==> config.mk <==
export PLATFORM = sky130hd
export DESIGN_NAME = indexed_list_move_and_walk
export DESIGN_NICKNAME = d
export VERILOG_FILES = /design/src/rtl/ilmw_pkg.sv /design/src/rtl/ilmw_ram.sv /design/src/rtl/indexed_list_move_and_walk.sv
export SDC_FILE = /design/constraint.sdc
export NUM_CORES = 1
export LEC_CHECK = 0
export ABC_AREA = 1
export BUFFER_PORTS_ARGS = -buffer_cell sky130_fd_sc_hd__buf_4
export CAP_MARGIN = 20
export CORE_UTILIZATION = 45
export CTS_CLUSTER_DIAMETER = 60
export CTS_CLUSTER_SIZE = 25
export DETAILED_ROUTE_END_ITERATION = 12
export PLACE_DENSITY = 0.69
export SLEW_MARGIN = 20
export SYNTH_ARGS = -nofsm -noshare
export SYNTH_HDL_FRONTEND = slang
export SYNTH_SLANG_ARGS = --single-unit
==> constraint.sdc <==
create_clock -name clk -period 11.59 [get_ports clk]
set_input_delay 1.159 -clock clk [delete_from_list [all_inputs] [get_ports clk]]
set_output_delay 1.159 -clock clk [all_outputs]
set_load 0.03 [all_outputs]
==> src/rtl/ilmw_pkg.sv <==
// shared types and constants for the indexed list move and walk block
package ilmw_pkg;

	localparam int ELEM_W = 7;

	typedef logic [ELEM_W-1:0] elem_t;

	typedef enum logic [5:0] {
		ST_IDLE = 6'b000001,
		ST_INIT = 6'b000010,
		ST_MV1  = 6'b000100,
		ST_MV2  = 6'b001000,
		ST_MV3  = 6'b010000,
		ST_QRY  = 6'b100000
	} state_t;

	localparam logic CMD_MOVE  = 1'b0;
	localparam logic CMD_QUERY = 1'b1;

endpackage

==> src/rtl/ilmw_ram.sv <==
// generic single write port ram with registered read
module ilmw_ram #(
	parameter int WIDTH = 7,
	parameter int DEPTH = 65
) (
	input  logic                     clk,
	input  logic                     we,
	input  logic [$clog2(DEPTH)-1:0] waddr,
	input  logic [WIDTH-1:0]         wdata,
	input  logic [$clog2(DEPTH)-1:0] raddr,
	output logic [WIDTH-1:0]         rdata
);

	logic [WIDTH-1:0] mem [DEPTH];
	logic [WIDTH-1:0] rdata_q;

	always_ff @(posedge clk) begin
		if (we) begin
			mem[waddr] <= wdata;
		end
		rdata_q <= mem[raddr];
	end

	assign rdata = rdata_q;

endmodule

==> src/rtl/indexed_list_move_and_walk.sv <==
// top level of the indexed list move and walk block
//
// Keeps a permutation of 1..list_size as a circular doubly linked list in two
// rams (next and prev links, slot 0 is the sentinel).
// Command channel: a word is taken when start is high and busy is low.
//   cmd = move: unlink elem and relink it after anchor, no result; busy
//   through the steps unlink, link after anchor and close (both rams
//   written in each step, links of elem read at the taking edge).
//   An out-of-range or self move is dropped at once and busy stays low.
//   cmd = query: walks from the head, one next-link read per cycle, and emits
//   list_size words on value/last, each marked by strobe for one cycle, last
//   set on the final one.
// Config channel: list_size is written when cfg_valid and cfg_ready are high,
//   ready only while idle and start is low; a size of 0 is taken as 1, above
//   MAX_ELEMS as MAX_ELEMS.
// After reset and after every size write the links are rebuilt in order,
//   one entry per cycle, entries 0 to list_size (0 to MAX_ELEMS after
//   reset).
// The receiver cannot stall; words are produced at one per cycle at most.
module indexed_list_move_and_walk #(
	parameter int MAX_ELEMS = 64
) (
	input  logic                 clk,
	input  logic                 arst_n,
	input  logic                 start,
	output logic                 busy,
	input  logic                 cmd,
	input  ilmw_pkg::elem_t      elem,
	input  ilmw_pkg::elem_t      anchor,
	output logic                 strobe,
	output ilmw_pkg::elem_t      value,
	output logic                 last,
	input  logic                 cfg_valid,
	output logic                 cfg_ready,
	input  ilmw_pkg::elem_t      list_size
);

	import ilmw_pkg::*;

	localparam int DEPTH = MAX_ELEMS + 1;
	localparam int AW    = $clog2(DEPTH);
	localparam elem_t MAX_E = elem_t'(MAX_ELEMS);

	state_t state_q;
	elem_t  size_q;
	elem_t  cnt_q;
	elem_t  elem_q;
	elem_t  anchor_q;
	elem_t  p_q;
	elem_t  n_q;
	elem_t  an_q;
	elem_t  value_q;
	logic   last_q;
	logic   strobe_q;

	logic          nx_we;
	logic [AW-1:0] nx_waddr;
	elem_t         nx_wdata;
	logic [AW-1:0] nx_raddr;
	elem_t         nx_rd;
	logic          pv_we;
	logic [AW-1:0] pv_waddr;
	elem_t         pv_wdata;
	logic [AW-1:0] pv_raddr;
	elem_t         pv_rd;

	logic  accept;
	logic  cfg_wr;
	logic  move_ok;
	elem_t size_clamp;
	elem_t an_fwd;
	logic  walk_end;

	assign busy      = (state_q != ST_IDLE);
	assign cfg_ready = (state_q == ST_IDLE) && !start;
	assign accept    = start && !busy;
	assign cfg_wr    = cfg_valid && cfg_ready;

	assign move_ok = (elem != anchor) && (elem != '0) && (elem <= size_q)
		&& (anchor != '0) && (anchor <= size_q);

	always_comb begin
		size_clamp = list_size;
		if (list_size == '0) begin
			size_clamp = elem_t'(1);
		end else if (list_size > MAX_E) begin
			size_clamp = MAX_E;
		end
	end

	// anchor equal to the old predecessor sees the link written in the same cycle
	assign an_fwd   = (anchor_q == p_q) ? n_q : nx_rd;
	assign walk_end = (cnt_q == size_q - elem_t'(1));

	always_comb begin
		nx_we    = 1'b0;
		nx_waddr = '0;
		nx_wdata = '0;
		pv_we    = 1'b0;
		pv_waddr = '0;
		pv_wdata = '0;
		nx_raddr = AW'(elem);
		pv_raddr = AW'(elem);
		case (state_q)
			ST_IDLE: begin
				nx_raddr = (cmd == CMD_QUERY) ? '0 : AW'(elem);
			end
			ST_INIT: begin
				nx_we    = 1'b1;
				nx_waddr = AW'(cnt_q);
				nx_wdata = (cnt_q == size_q) ? '0 : cnt_q + elem_t'(1);
				pv_we    = 1'b1;
				pv_waddr = AW'(cnt_q);
				pv_wdata = (cnt_q == '0) ? size_q : cnt_q - elem_t'(1);
			end
			ST_MV1: begin
				nx_we    = 1'b1;
				nx_waddr = AW'(pv_rd);
				nx_wdata = nx_rd;
				pv_we    = 1'b1;
				pv_waddr = AW'(nx_rd);
				pv_wdata = pv_rd;
				nx_raddr = AW'(anchor_q);
			end
			ST_MV2: begin
				nx_we    = 1'b1;
				nx_waddr = AW'(anchor_q);
				nx_wdata = elem_q;
				pv_we    = 1'b1;
				pv_waddr = AW'(elem_q);
				pv_wdata = anchor_q;
			end
			ST_MV3: begin
				nx_we    = 1'b1;
				nx_waddr = AW'(elem_q);
				nx_wdata = an_q;
				pv_we    = 1'b1;
				pv_waddr = AW'(an_q);
				pv_wdata = elem_q;
			end
			ST_QRY: begin
				nx_raddr = AW'(nx_rd);
			end
			default: begin
				nx_we = 1'b0;
			end
		endcase
	end

	ilmw_ram #(.WIDTH(ELEM_W), .DEPTH(DEPTH)) u_next_ram (
		.clk   (clk),
		.we    (nx_we),
		.waddr (nx_waddr),
		.wdata (nx_wdata),
		.raddr (nx_raddr),
		.rdata (nx_rd)
	);

	ilmw_ram #(.WIDTH(ELEM_W), .DEPTH(DEPTH)) u_prev_ram (
		.clk   (clk),
		.we    (pv_we),
		.waddr (pv_waddr),
		.wdata (pv_wdata),
		.raddr (pv_raddr),
		.rdata (pv_rd)
	);

	always_ff @(posedge clk or negedge arst_n) begin
		if (!arst_n) begin
			state_q  <= ST_INIT;
			size_q   <= MAX_E;
			cnt_q    <= '0;
			strobe_q <= 1'b0;
			last_q   <= 1'b0;
		end else begin
			strobe_q <= 1'b0;
			last_q   <= 1'b0;
			case (state_q)
				ST_IDLE: begin
					if (cfg_wr) begin
						size_q  <= size_clamp;
						cnt_q   <= '0;
						state_q <= ST_INIT;
					end else if (accept) begin
						cnt_q <= '0;
						if (cmd == CMD_QUERY) begin
							state_q <= ST_QRY;
						end else if (move_ok) begin
							state_q <= ST_MV1;
						end
					end
				end
				ST_INIT: begin
					cnt_q <= cnt_q + elem_t'(1);
					if (cnt_q == size_q) begin
						state_q <= ST_IDLE;
					end
				end
				ST_MV1: state_q <= ST_MV2;
				ST_MV2: state_q <= ST_MV3;
				ST_MV3: state_q <= ST_IDLE;
				ST_QRY: begin
					strobe_q <= 1'b1;
					last_q   <= walk_end;
					cnt_q    <= cnt_q + elem_t'(1);
					if (walk_end) begin
						state_q <= ST_IDLE;
					end
				end
				default: state_q <= ST_IDLE;
			endcase
		end
	end

	always_ff @(posedge clk) begin
		if (accept) begin
			elem_q   <= elem;
			anchor_q <= anchor;
		end
		if (state_q == ST_MV1) begin
			p_q <= pv_rd;
			n_q <= nx_rd;
		end
		if (state_q == ST_MV2) begin
			an_q <= an_fwd;
		end
		if (state_q == ST_QRY) begin
			value_q <= nx_rd;
		end
	end

	assign strobe = strobe_q;
	assign value  = value_q;
	assign last   = last_q;

`ifndef ASSERT_OFF
	a_strobe_from_walk: assert property (@(posedge clk) disable iff (!arst_n)
		strobe |-> $past(state_q == ST_QRY))
		else $error("word emitted outside a walk");

	a_last_ends_walk: assert property (@(posedge clk) disable iff (!arst_n)
		(strobe && last) |-> (state_q == ST_IDLE))
		else $error("walk continues after last word");

	a_cfg_rebuilds: assert property (@(posedge clk) disable iff (!arst_n)
		cfg_wr |=> (state_q == ST_INIT) && (cnt_q == '0))
		else $error("size write did not start a rebuild");

	a_move_length: assert property (@(posedge clk) disable iff (!arst_n)
		(state_q == ST_MV1) |=> (state_q == ST_MV2) ##1 (state_q == ST_MV3)
			##1 (state_q == ST_IDLE))
		else $error("move sequence broken");

	a_size_range: assert property (@(posedge clk) disable iff (!arst_n)
		(size_q != '0) && (size_q <= MAX_E))
		else $error("list size out of range");
`endif

endmodule
# --- Word level (Yosys, flattened, before mapping) ---
# Memories as Yosys holds them, arrays and structs flattened. A register that Yosys moved wholly into a read port is not among the register bits.
# Index checks and enable logic that the tools add are counted.
word_totals:
  latchBits: 0
  in_bits: 26
  rom_bits: 0
  register_bits: 64
  output_inout_bits: 11
  ram_bits: 910
  memories: 2
  word_cells: 79
mem_list:
  columns: ["memory", "depth", "width", "rd", "rd_ports_with_merged_regs", "write_ports", "line", "rtl"]
  rows:
  - ["u_next_ram.mem", 65, 7, 1, 1, 1, "ilmw_ram.sv:14", "logic [WIDTH-1:0] mem [DEPTH];"]
  - ["u_prev_ram.mem", 65, 7, 1, 1, 1, "ilmw_ram.sv:14", null]
op_classes:
  multipliers: 0
  div_mod_pow: 0
  n_shift: 0
  reduce_logical: 19
  bitwise: 0
  eq_ne: 15
  n_addsub: 3
  magnitude_cmp: 3
  n_mux: 26
op_table:
  columns: ["cell", "count"]
  rows:
  - ["$pmux W7 S4", 4]
  - ["$mux W7", 8]
  - ["$mux W6", 6]
  - ["$pmux W6 S5", 1]
  - ["$eq A7 B7 Y1", 3]
  - ["$pmux W7 S3", 1]
  - ["$le A7 B7 Y1", 2]
  - ["$logic_not A7 Y1", 2]
  - ["$pmux W7 S2", 1]
  - ["$reduce_bool A7 Y1", 2]
  - ["$sub A7 B1 Y7 const B", 2]
  - ["$add A7 B1 Y7 const B", 1]
  - ["$gt A7 B7 Y1 const B", 1]
  - ["$logic_and A1 B1 Y1", 7]
  - ["$ne A7 B7 Y1", 1]
  - ["$eq A6 B1 Y1 const B", 1]
  - ["$eq A6 B2 Y1 const B", 1]
  - ["$eq A6 B3 Y1 const B", 1]
  - ["$eq A6 B4 Y1 const B", 1]
  - ["$eq A6 B5 Y1 const B", 1]
  - ["$eq A6 B6 Y1 const B", 1]
  - ["$ne A6 B1 Y1 const B", 1]
  - ["$mux W1", 5]
  - ["$ne A2 B2 Y1 const B", 2]
  - ["8 further kinds", 10]

# --- Depth between registers and ports, before layout ---
# Gate-level depths: netlist of run 1.
depth:
  depth_word: 10
  ltp_mapped: 20
  depth_no_buf: 19

# --- Cells and area by module ---
# A second synthesis of run 1 with hierarchy kept.
hier_totals:
  cells_unflattened: 3736
  area_unflattened_um2: 41880.2
by_module_without_submodules:
  columns: ["mod", "seq_area_each_um2", "n_inst", "area_per_inst_um2", "cells_per_inst"]
  rows:
  - ["ilmw_ram", 13803.2, 2, 18866.8, 1612]
  - ["indexed_list_move_and_walk", 1814.2, 1, 4146.5, 512]

# --- Least setup slack after synthesis of run 1 ---
# OpenSTA, ideal clock, no wires.
synth_timing:
  kind: "register -> register"
  start: "register state_q[2]"
  end: "memory u_next_ram.mem[0][1] (data pin)"
  t_arrival_ps: 4126
  n_path_buf: 1
  required_time_ps: 10880
  setup_time_ps: 710
  period_less_slack_ps: 4836
  stages_incl_launch_ff: 9
  setup_slack_ps: 6754
  cell_sequence: "dfrtp_1 nor2_4 inv_1 nor4_4 inv_1 buf_2 nor2_1 inv_1 o21ai_0"
synth_via:
  elab_chain_len: 2
  word_cells_on_any_way: 5
  classes_between: "eq/ne: 4; mux: 1"
synth_lines:
  columns: ["item", "line", "rtl"]
  rows:
  - ["start, declared", "indexed_list_move_and_walk.sv:44", "state_t state_q;"]
  - ["start signal, assigned", "indexed_list_move_and_walk.sv:170", "state_q <= ST_INIT;"]
  - ["start signal, assigned", "indexed_list_move_and_walk.sv:183", "state_q <= ST_INIT;"]
  - ["start signal, assigned", "indexed_list_move_and_walk.sv:187", "state_q <= ST_QRY;"]
  - ["$eq A6 B5 Y1 (tied with other cells)", "indexed_list_move_and_walk.sv:104", "case (state_q)"]
  - ["$pmux W7 S4 (*)", "indexed_list_move_and_walk.sv:104", null]
  - ["named net nx_wdata[1]", "indexed_list_move_and_walk.sv:58", "elem_t nx_wdata;"]
  - ["end, declared", "ilmw_ram.sv:14", null]
# The timed path passes the listed nets; every way through them passes the cells marked *.

# --- Worst setup path after layout of run 1 ---
layout_timing:
  start: "register state_q[0]"
  end: "register u_next_ram.rdata_q[1], in the netlist u_next_ram.rdata[1], read port of u_next_ram.mem"
layout_via:
  elab_chain_len: 2
  word_cells_on_any_way: 4
  classes_between: "eq/ne: 3; mux: 1"
layout_lines:
  columns: ["item", "line", "rtl"]
  rows:
  - ["$eq A6 B6 Y1 (tied with other cells)", "indexed_list_move_and_walk.sv:104", null]
  - ["$pmux W7 S3 (*)", "indexed_list_move_and_walk.sv:104", null]
  - ["end, declared", "ilmw_ram.sv:15", "logic [WIDTH-1:0] rdata_q;"]
# Every way passes the cells marked *; elsewhere a longest branch is shown, timed or not.
# A chain may end at the register's enable or synchronous reset.

==> results of run 1 <==
power by group:
part           switching (W)  leakage (nW)  internal [W]  total [W]
Sequential         0.0000732          9.35       0.00412    0.00419
Combinational        0.00181          6.33      0.000647    0.00246
Clock                0.00124         0.914       0.00104    0.00227
logic make-up (layout without fill, tap and decap cells):
| kind of cell | after synthesis | count (layout) | synth area share |
|---|---|---|---|
| buffers and inverters | 623 | 586 | 0.05918 |
| adder cells (fa/ha/maj) | 17 | 17 | 0.005016 |
| AO/OA/AOI/OAI | 478 | 478 | 0.06535 |
| flip-flops | 988 | 988 | 0.6938 |
| AND/OR/NAND/NOR | 1586 | 1586 | 0.1711 |
| XOR/XNOR | 27 | 27 | 0.005576 |
placed cells by master (no fill, tap or decap), types with 57 or more instances in the layout:
cell type / netlist / final
edfxtp_1: 952 / 952
nand3_1: 534 / 532
nand2_1: 478 / 476
nor2_1: 417 / 415
inv_1: 405 / 403
o21ai_0: 252 / 245
nand3b_1: 116 / 116
o22ai_1: 101 / 101
buf_4: 12 / 72
clkbuf_16: 0 / 57
through the flow:
stage,instance area [um^2],hold slack [ns],setup slack [ns]
2_1_floorplan,42410,0.4086,6.754
4_1_cts,45650,0.3613,6.728
5_1_grt,45660,0.3786,6.362
6_report,45660,0.3657,6.593
3_3_place_gp,43730,0.4157,6.078
3_5_place_dp,43730,0.4192,6.096
area by class of cell:
type                       instances  area, um^2
clock buffer                      60        1438
sequential                       988       29420
fill                            8231       47670
tap                             1254        1569
multi-input combinational       2108       10630
inverter                         415        1567
timing repair buffer              74       559.3
clock inverter                    37       475.5
path summary, 6_finish.rpt:
path	slack [ns]	startpoint	end	depth (start not counted)
worst min-delay path	0.37	arst_n	strobe$_DFF_PN0_	1
min in group clk	0.45	u_prev_ram.rdata[5]$_DFF_P_	p_q[5]$_DFFE_PN_	0
max in group asynchronous	10.92	arst_n	size_q[6]$_DFFE_PN1P_	1
worst max register to register	6.59	state_q[0]$_DFFE_PN0P_	u_next_ram.rdata[1]$_DFF_P_	17
worst max-delay path	6.59	state_q[0]$_DFFE_PN0P_	u_next_ram.rdata[1]$_DFF_P_	17
worst min register to register	0.45	u_prev_ram.rdata[5]$_DFF_P_	p_q[5]$_DFFE_PN_	0
per-layer routing:
layer | up-vias | routed length (um) | track usage
met3 | 197 | 8706 | 0.02864
met2 | 1246 | 51540 | 0.3646
met4 | 2 | 3242 | 0.07380
li1 | 12860 | - | -
met1 | 13550 | 42780 | 0.2987
met5 | - | 12 | 0
critical path: cells and delay by family (launching register included):
kind | cells | cell delay, ns
and+or+nand+nor | 15 | 3.18
buffers and inverters | 2 | 1.00
DFF | 1 | 0.46
==> metrics, run 1 <==
outcome=completed; MaxCap Viol Count=0; ys async rst share=0.02227; Detail Route Antenna Nets=0; postcts setup bufs=0; final hold violations=0; Core Rows=112; dpl cells=4838; min Tclk post-route=4.997 ns; CP Max Fanout=137; Congestion Overflow GR=0; Die Wd=309.0 um; GRT Resource Usage Total=0.2198; worst-case clock buffer depth=3; buffers added on ports=36; critical path capture point type=register; Synth area leaders=edfxtp_1, nand3_1, nand2_1, nor2_1, inv_1; number of synthesized register bits=988; H-tree depth=2; RSZ-0062 raised after global routing=false; fmax=0.2001 GHz; DR DRC count=0; most used cell along the critical path=nand3_1; library cells used by synthesis=47; Setup crit start kind=register; initial core utilization=0.4544; syn_area_per_cell=11.40 um^2; cell area power density=195.3 nW/um^2; post_cts resized=0; largest net degree at the start of global routing=138; top flop regs=u_next_ram.mem (455), u_prev_ram.mem (455); Ys Warns=0; Mapped Area=42410 um^2; slowest CP cell=nand2_8; top-area cell type share of the netlist area=0.6741; vias per inst=5.642; slowest stage delay, CP=0.75 ns; Critical Path, Cell by Cell=nor2_4, nand3_2, nand3_4, nand2_8, nand2_4, nand2_8, inv_2, buf_4, nand2_1, nand3_1, nand3_1, nand3_1, nand3_1, nand3_1, nand2_1, nand2_1, nand2_1; Synth area leader=edfxtp_1; dpl hpwl=61.75 mm; Initial DRC Count=3375; global-route wire length before repair=159.7 mm; post-layout power=0.008917 W; synth cell count leaders=edfxtp_1, nand3_1, nand2_1; layout cells sized above 1=0.05785; Vias=27850; leakage power=16.59 nW; CTS buffer count=56; period utilization=0.4312; Final nets=3686; Clock Skew=0.03107 ns; die area=95470 um^2; hold buffers post-CTS=0; Pre-antenna DRT Iters=6; Placer Congestion=0.8890; initial antenna violation count=1; routed len/inst=21.53 um; final design utilization=0.4892; worst vdd ir=136.7 uV; Final Setup Violations=0; Post-Layout Cell Count=4936; Synth Instances=3719; core region area=93330 um^2; slew at the pin closest to its max-slew limit=1.131 ns; Synth Flop Type=edfxtp_1; number of synthesized flops with an enable pin=952; Skew-Pair Late Insertion Delay=0.67 ns; # IOs=37; Reg clk slew, reported paths=0.09 ns; CP Data Arrival Time=5.56 ns; most frequent cell after synthesis=edfxtp_1; Slew Viols, Final=0; Post-Route Setup TNS=0 ns; Required @ worst endpoint=12.15 ns; critical setup path kind=register to register; Clock Tree Root=clkbuf_16; Layout area overhead=7.656%; proportion of synthesized chip area in sequential cells=0.6938; hold crit path type=input pin to async pin; Max transition margin=0.2461; Syn Nets=3762; Sink Count=988; ANT cells=0; Die Span Y=309.0 um; final wirelength=106.3 mm; number of global-route vias before repair=26330; CTS tree=yes
(Power assumes the default switching activity.)
==> run 2, diff against run 1 <==
--- a/config.mk
+++ b/config.mk
@@ -5,14 +5,14 @@
 export SDC_FILE = /design/constraint.sdc
 export NUM_CORES = 1
 export LEC_CHECK = 0
-export ABC_AREA = 1
+export ABC_AREA = 0
 export BUFFER_PORTS_ARGS = -buffer_cell sky130_fd_sc_hd__buf_4
 export CAP_MARGIN = 20
 export CORE_UTILIZATION = 45
 export CTS_CLUSTER_DIAMETER = 60
 export CTS_CLUSTER_SIZE = 25
 export DETAILED_ROUTE_END_ITERATION = 12
-export PLACE_DENSITY = 0.69
+export PLACE_DENSITY = 0.71
 export SLEW_MARGIN = 20
 export SYNTH_ARGS = -nofsm -noshare
 export SYNTH_HDL_FRONTEND = slang
==> constraint.sdc (replaced) <==
create_clock -name clk -period 4.3 [get_ports clk]
set_input_delay 0.43 -clock clk [delete_from_list [all_inputs] [get_ports clk]]
set_output_delay 0.43 -clock clk [all_outputs]
set_load 0.03 [all_outputs]
==> run 2 against run 1 <==
Non-clock buffer count is 151 higher. Total power grew to 2.7 times the previous value. Worst setup slack worse by 6.3 ns. Design area is 1.3% lower. Final cell count is 23% lower. Hold slack worse by 0.33 ns. Synthesized cell count is 35% lower. Routed wire length is 8.6% lower. Clock skew hardly changed.
==> metrics, run 2 <==
outcome=completed; Congestion Overflow GR=0 (unchanged); core region area=88370 um^2 (-5.3%); Final nets=2627 (-29%); Max transition margin=0.3306 (+0.08453); Synth area leaders=edfxtp_1, mux4_2, nand2_1, mux2i_1, nor2_1; R2R depth=8 (-9); fillcell total=7114 (-14%); Ys Warns=0 (unchanged); Hold Path Stages=1; Final Setup Violations=0 (unchanged); Layout area overhead=12.38%; slowest stage delay, CP=0.71 ns (-0.04 ns); synth cell count leaders=edfxtp_1, nand2_1, nor2_1; Detail Route Antenna Nets=0 (unchanged); vias per inst=6.002 (+6.4%); CP Data Arrival Time=4.26 ns (-1.30 ns); CP Max Fanout=11 (-92%); proportion of synthesized chip area in sequential cells=0.7339 (+0.04012); Synth area leader=edfxtp_1; Synth Instances=2419 (-35%); number of global-route vias before repair=22520 (-14%); buffers added on ports=36 (unchanged); hold crit path type=input pin to register; CTS buffer count=58 (+3.6%); initial antenna violation count=2 (+1); hold path startpoint=anchor[6]; Required @ worst endpoint=4.58 ns (-7.57 ns); die area=90290 um^2 (-5.4%); top flop regs=u_next_ram.mem (455), u_prev_ram.mem (455); RSZ-0062 raised after global routing=false; syn_area_per_cell=16.57 um^2 (+45%); dpl hpwl=63.27 mm (+2.5%); crit-path leading delay family=simple AND/OR/NAND/NOR gates; sequential standard cell area=29420 um^2 (unchanged); cell area after layout=45050 um^2 (-1.3%); final wirelength=97.09 mm (-8.6%); slowest CP cell=nor2_1; Initial DRC Count=3057 (-9.4%); critical path capture point type=register; worst-case clock buffer depth=3 (unchanged); routed len/inst=25.56 um (+19%); Setup crit start kind=register; critical setup path kind=register to register; top-area cell type share of the netlist area=0.7131 (+0.03898); min Tclk post-route=3.981 ns (-1.016 ns); most frequent cell after synthesis=edfxtp_1; Die Wd=300.5 um (-2.8%); number of synthesized flops with an enable pin=952 (unchanged); period utilization=0.9259 (+0.4947); postcts setup bufs=0 (unchanged); fmax=0.2512 GHz (+26%); ys async rst share=0.02227 (unchanged); Syn Nets=2462 (-35%); slew at the pin closest to its max-slew limit=1.004 ns (-0.1268 ns); H-tree depth=2 (unchanged); post-layout power=0.02403 W (+170%); reg2reg setup slack=0.32 ns (-6.27 ns); Core Rows=109 (-2.7%); worst vdd ir=449.8 uV (+230%); launching point of the worst reg2reg path=state_q[1]$_DFFE_PN1P_; largest net degree at the start of global routing=120 (-13%); hold_ws=0.03919 ns (-0.3265 ns); leakage power=14.95 nW (-9.9%); Pre-antenna DRT Iters=8 (+2); DR DRC count=0 (unchanged); Hold Path End=anchor_q[6]$_DFFE_PP_; Sink Count=988 (unchanged); Clock Skew=0.03087 ns (-0.0002076 ns); final hold violations=0 (unchanged); RR Endpoint=u_next_ram.mem[16][2]$_DFFE_PP_; Synth Flop Type=edfxtp_1; cell area power density=533.4 nW/um^2 (+170%); number of synthesized register bits=988 (unchanged); Reg clk slew, reported paths=0.10 ns (about the same); most common cell after layout, fill and taps aside=edfxtp_1; Post-DP Area=42900 um^2 (-1.9%); Die Span Y=300.5 um (-2.8%); Vias=22800 (-18%); GRT Resource Usage Total=0.2140 (-0.005824); Clock Tree Root=clkbuf_16; library cells used by synthesis=79 (+68%); most frequent cells in the layout=edfxtp_1, nand2_1, buf_4, nor2_1, mux4_2; Mapped Area=40090 um^2 (-5.5%); crit path buf inv count=1 (-1); Skew-Pair Late Insertion Delay=0.65 ns (-0.02 ns); area of the multi-input gates=10160 um^2 (-4.4%); Placer Congestion=0.9384 (+5.6%); Post-Route Setup TNS=0 ns (unchanged); global-route wire length before repair=144.7 mm (-9.4%); # IOs=37 (unchanged); initial core utilization=0.4536 (-0.0007590); layout cells sized above 1=0.1957 (+0.1378); MaxCap Viol Count=0 (unchanged); Slew Viols, Final=0 (unchanged); CTS tree=yes; Critical Path, Cell by Cell=or4_1, nor3b_2, buf_4, a222oi_1, nand2_1, nor2b_1, nand3_1, nor2_1
[run 2: how the worst max path moves through the flow]
stage,startpoint,end,depth (start not counted)
finish,state_q[1]$_DFFE_PN1P_,u_next_ram.mem[16][2]$_DFFE_PP_,8
global route,state_q[1]$_DFFE_PN1P_,u_next_ram.mem[24][4]$_DFFE_PP_,8
CTS,state_q[1]$_DFFE_PN1P_,u_next_ram.mem[0][3]$_DFFE_PP_,8
detailed placement,state_q[1]$_DFFE_PN1P_,u_next_ram.mem[0][2]$_DFFE_PP_,8
global placement,state_q[1]$_DFFE_PN1P_,u_next_ram.mem[0][2]$_DFFE_PP_,8
floorplan,state_q[2]$_DFFE_PN0P_,u_next_ram.mem[0][6]$_DFFE_PP_,6
[run 2: layer usage]
metal | vias to the layer above | routed length [um] | global-route usage
li1 | 9832 | - | -
met1 | 11590 | 39010 | 0.3022
met2 | 1200 | 46020 | 0.3422
met3 | 172 | 9032 | 0.03723
met4 | 2 | 3018 | 0.06147
met5 | - | 11 | 0
[run 2: report_power, final]
part	switching (W)	internal, W
Sequential	0.000361	0.0112
Clock	0.00338	0.00301
Combinational	0.00408	0.00200
Total	0.00782	0.0162
[run 2: kinds of logic after synthesis]
kind of cell               count (synthesis)  share of synthesized area
AOI/OAI and AO/OA                        313                    0.05443
xor gates and xnor gates                  34                   0.007428
adders and majority gates                 17                   0.005306
buffers and inverters                    139                    0.01598
DFF                                      988                     0.7339
muxes                                    242                     0.1068
and+or+nand+nor                          686                    0.07621
[run 2: area by class of cell]
class | instances | share of cell area
Antenna cell | 1 | 0.00005554
Clock buffer | 69 | 0.03360
Clock inverter | 39 | 0.01269
Inverter | 19 | 0.001583
Multi-Input combinational cell | 1292 | 0.2255
Sequential cell | 988 | 0.6530
Tap cell | 1165 | 0.03235
Timing Repair Buffer | 225 | 0.04124
[run 2: repair_timing]
action	in CTS	in global routing
resized for setup	0	0
setup endpoints to repair	0	0
endpoints found under the hold margin	27	0
hold buffers	6	0
[run 2: through the flow]
step / setup slack (ns) / instances / utilization
after floorplan: -0.5743 / 2419 / -
after global placement: 0.4725 / 3683 / 0.4855
after detailed placement: 0.4215 / 3683 / 0.4855
after CTS: 0.3953 / 3797 / 0.5098
after global routing: 0.07822 / 3797 / 0.5098
final: 0.3186 / 3798 / 0.5098
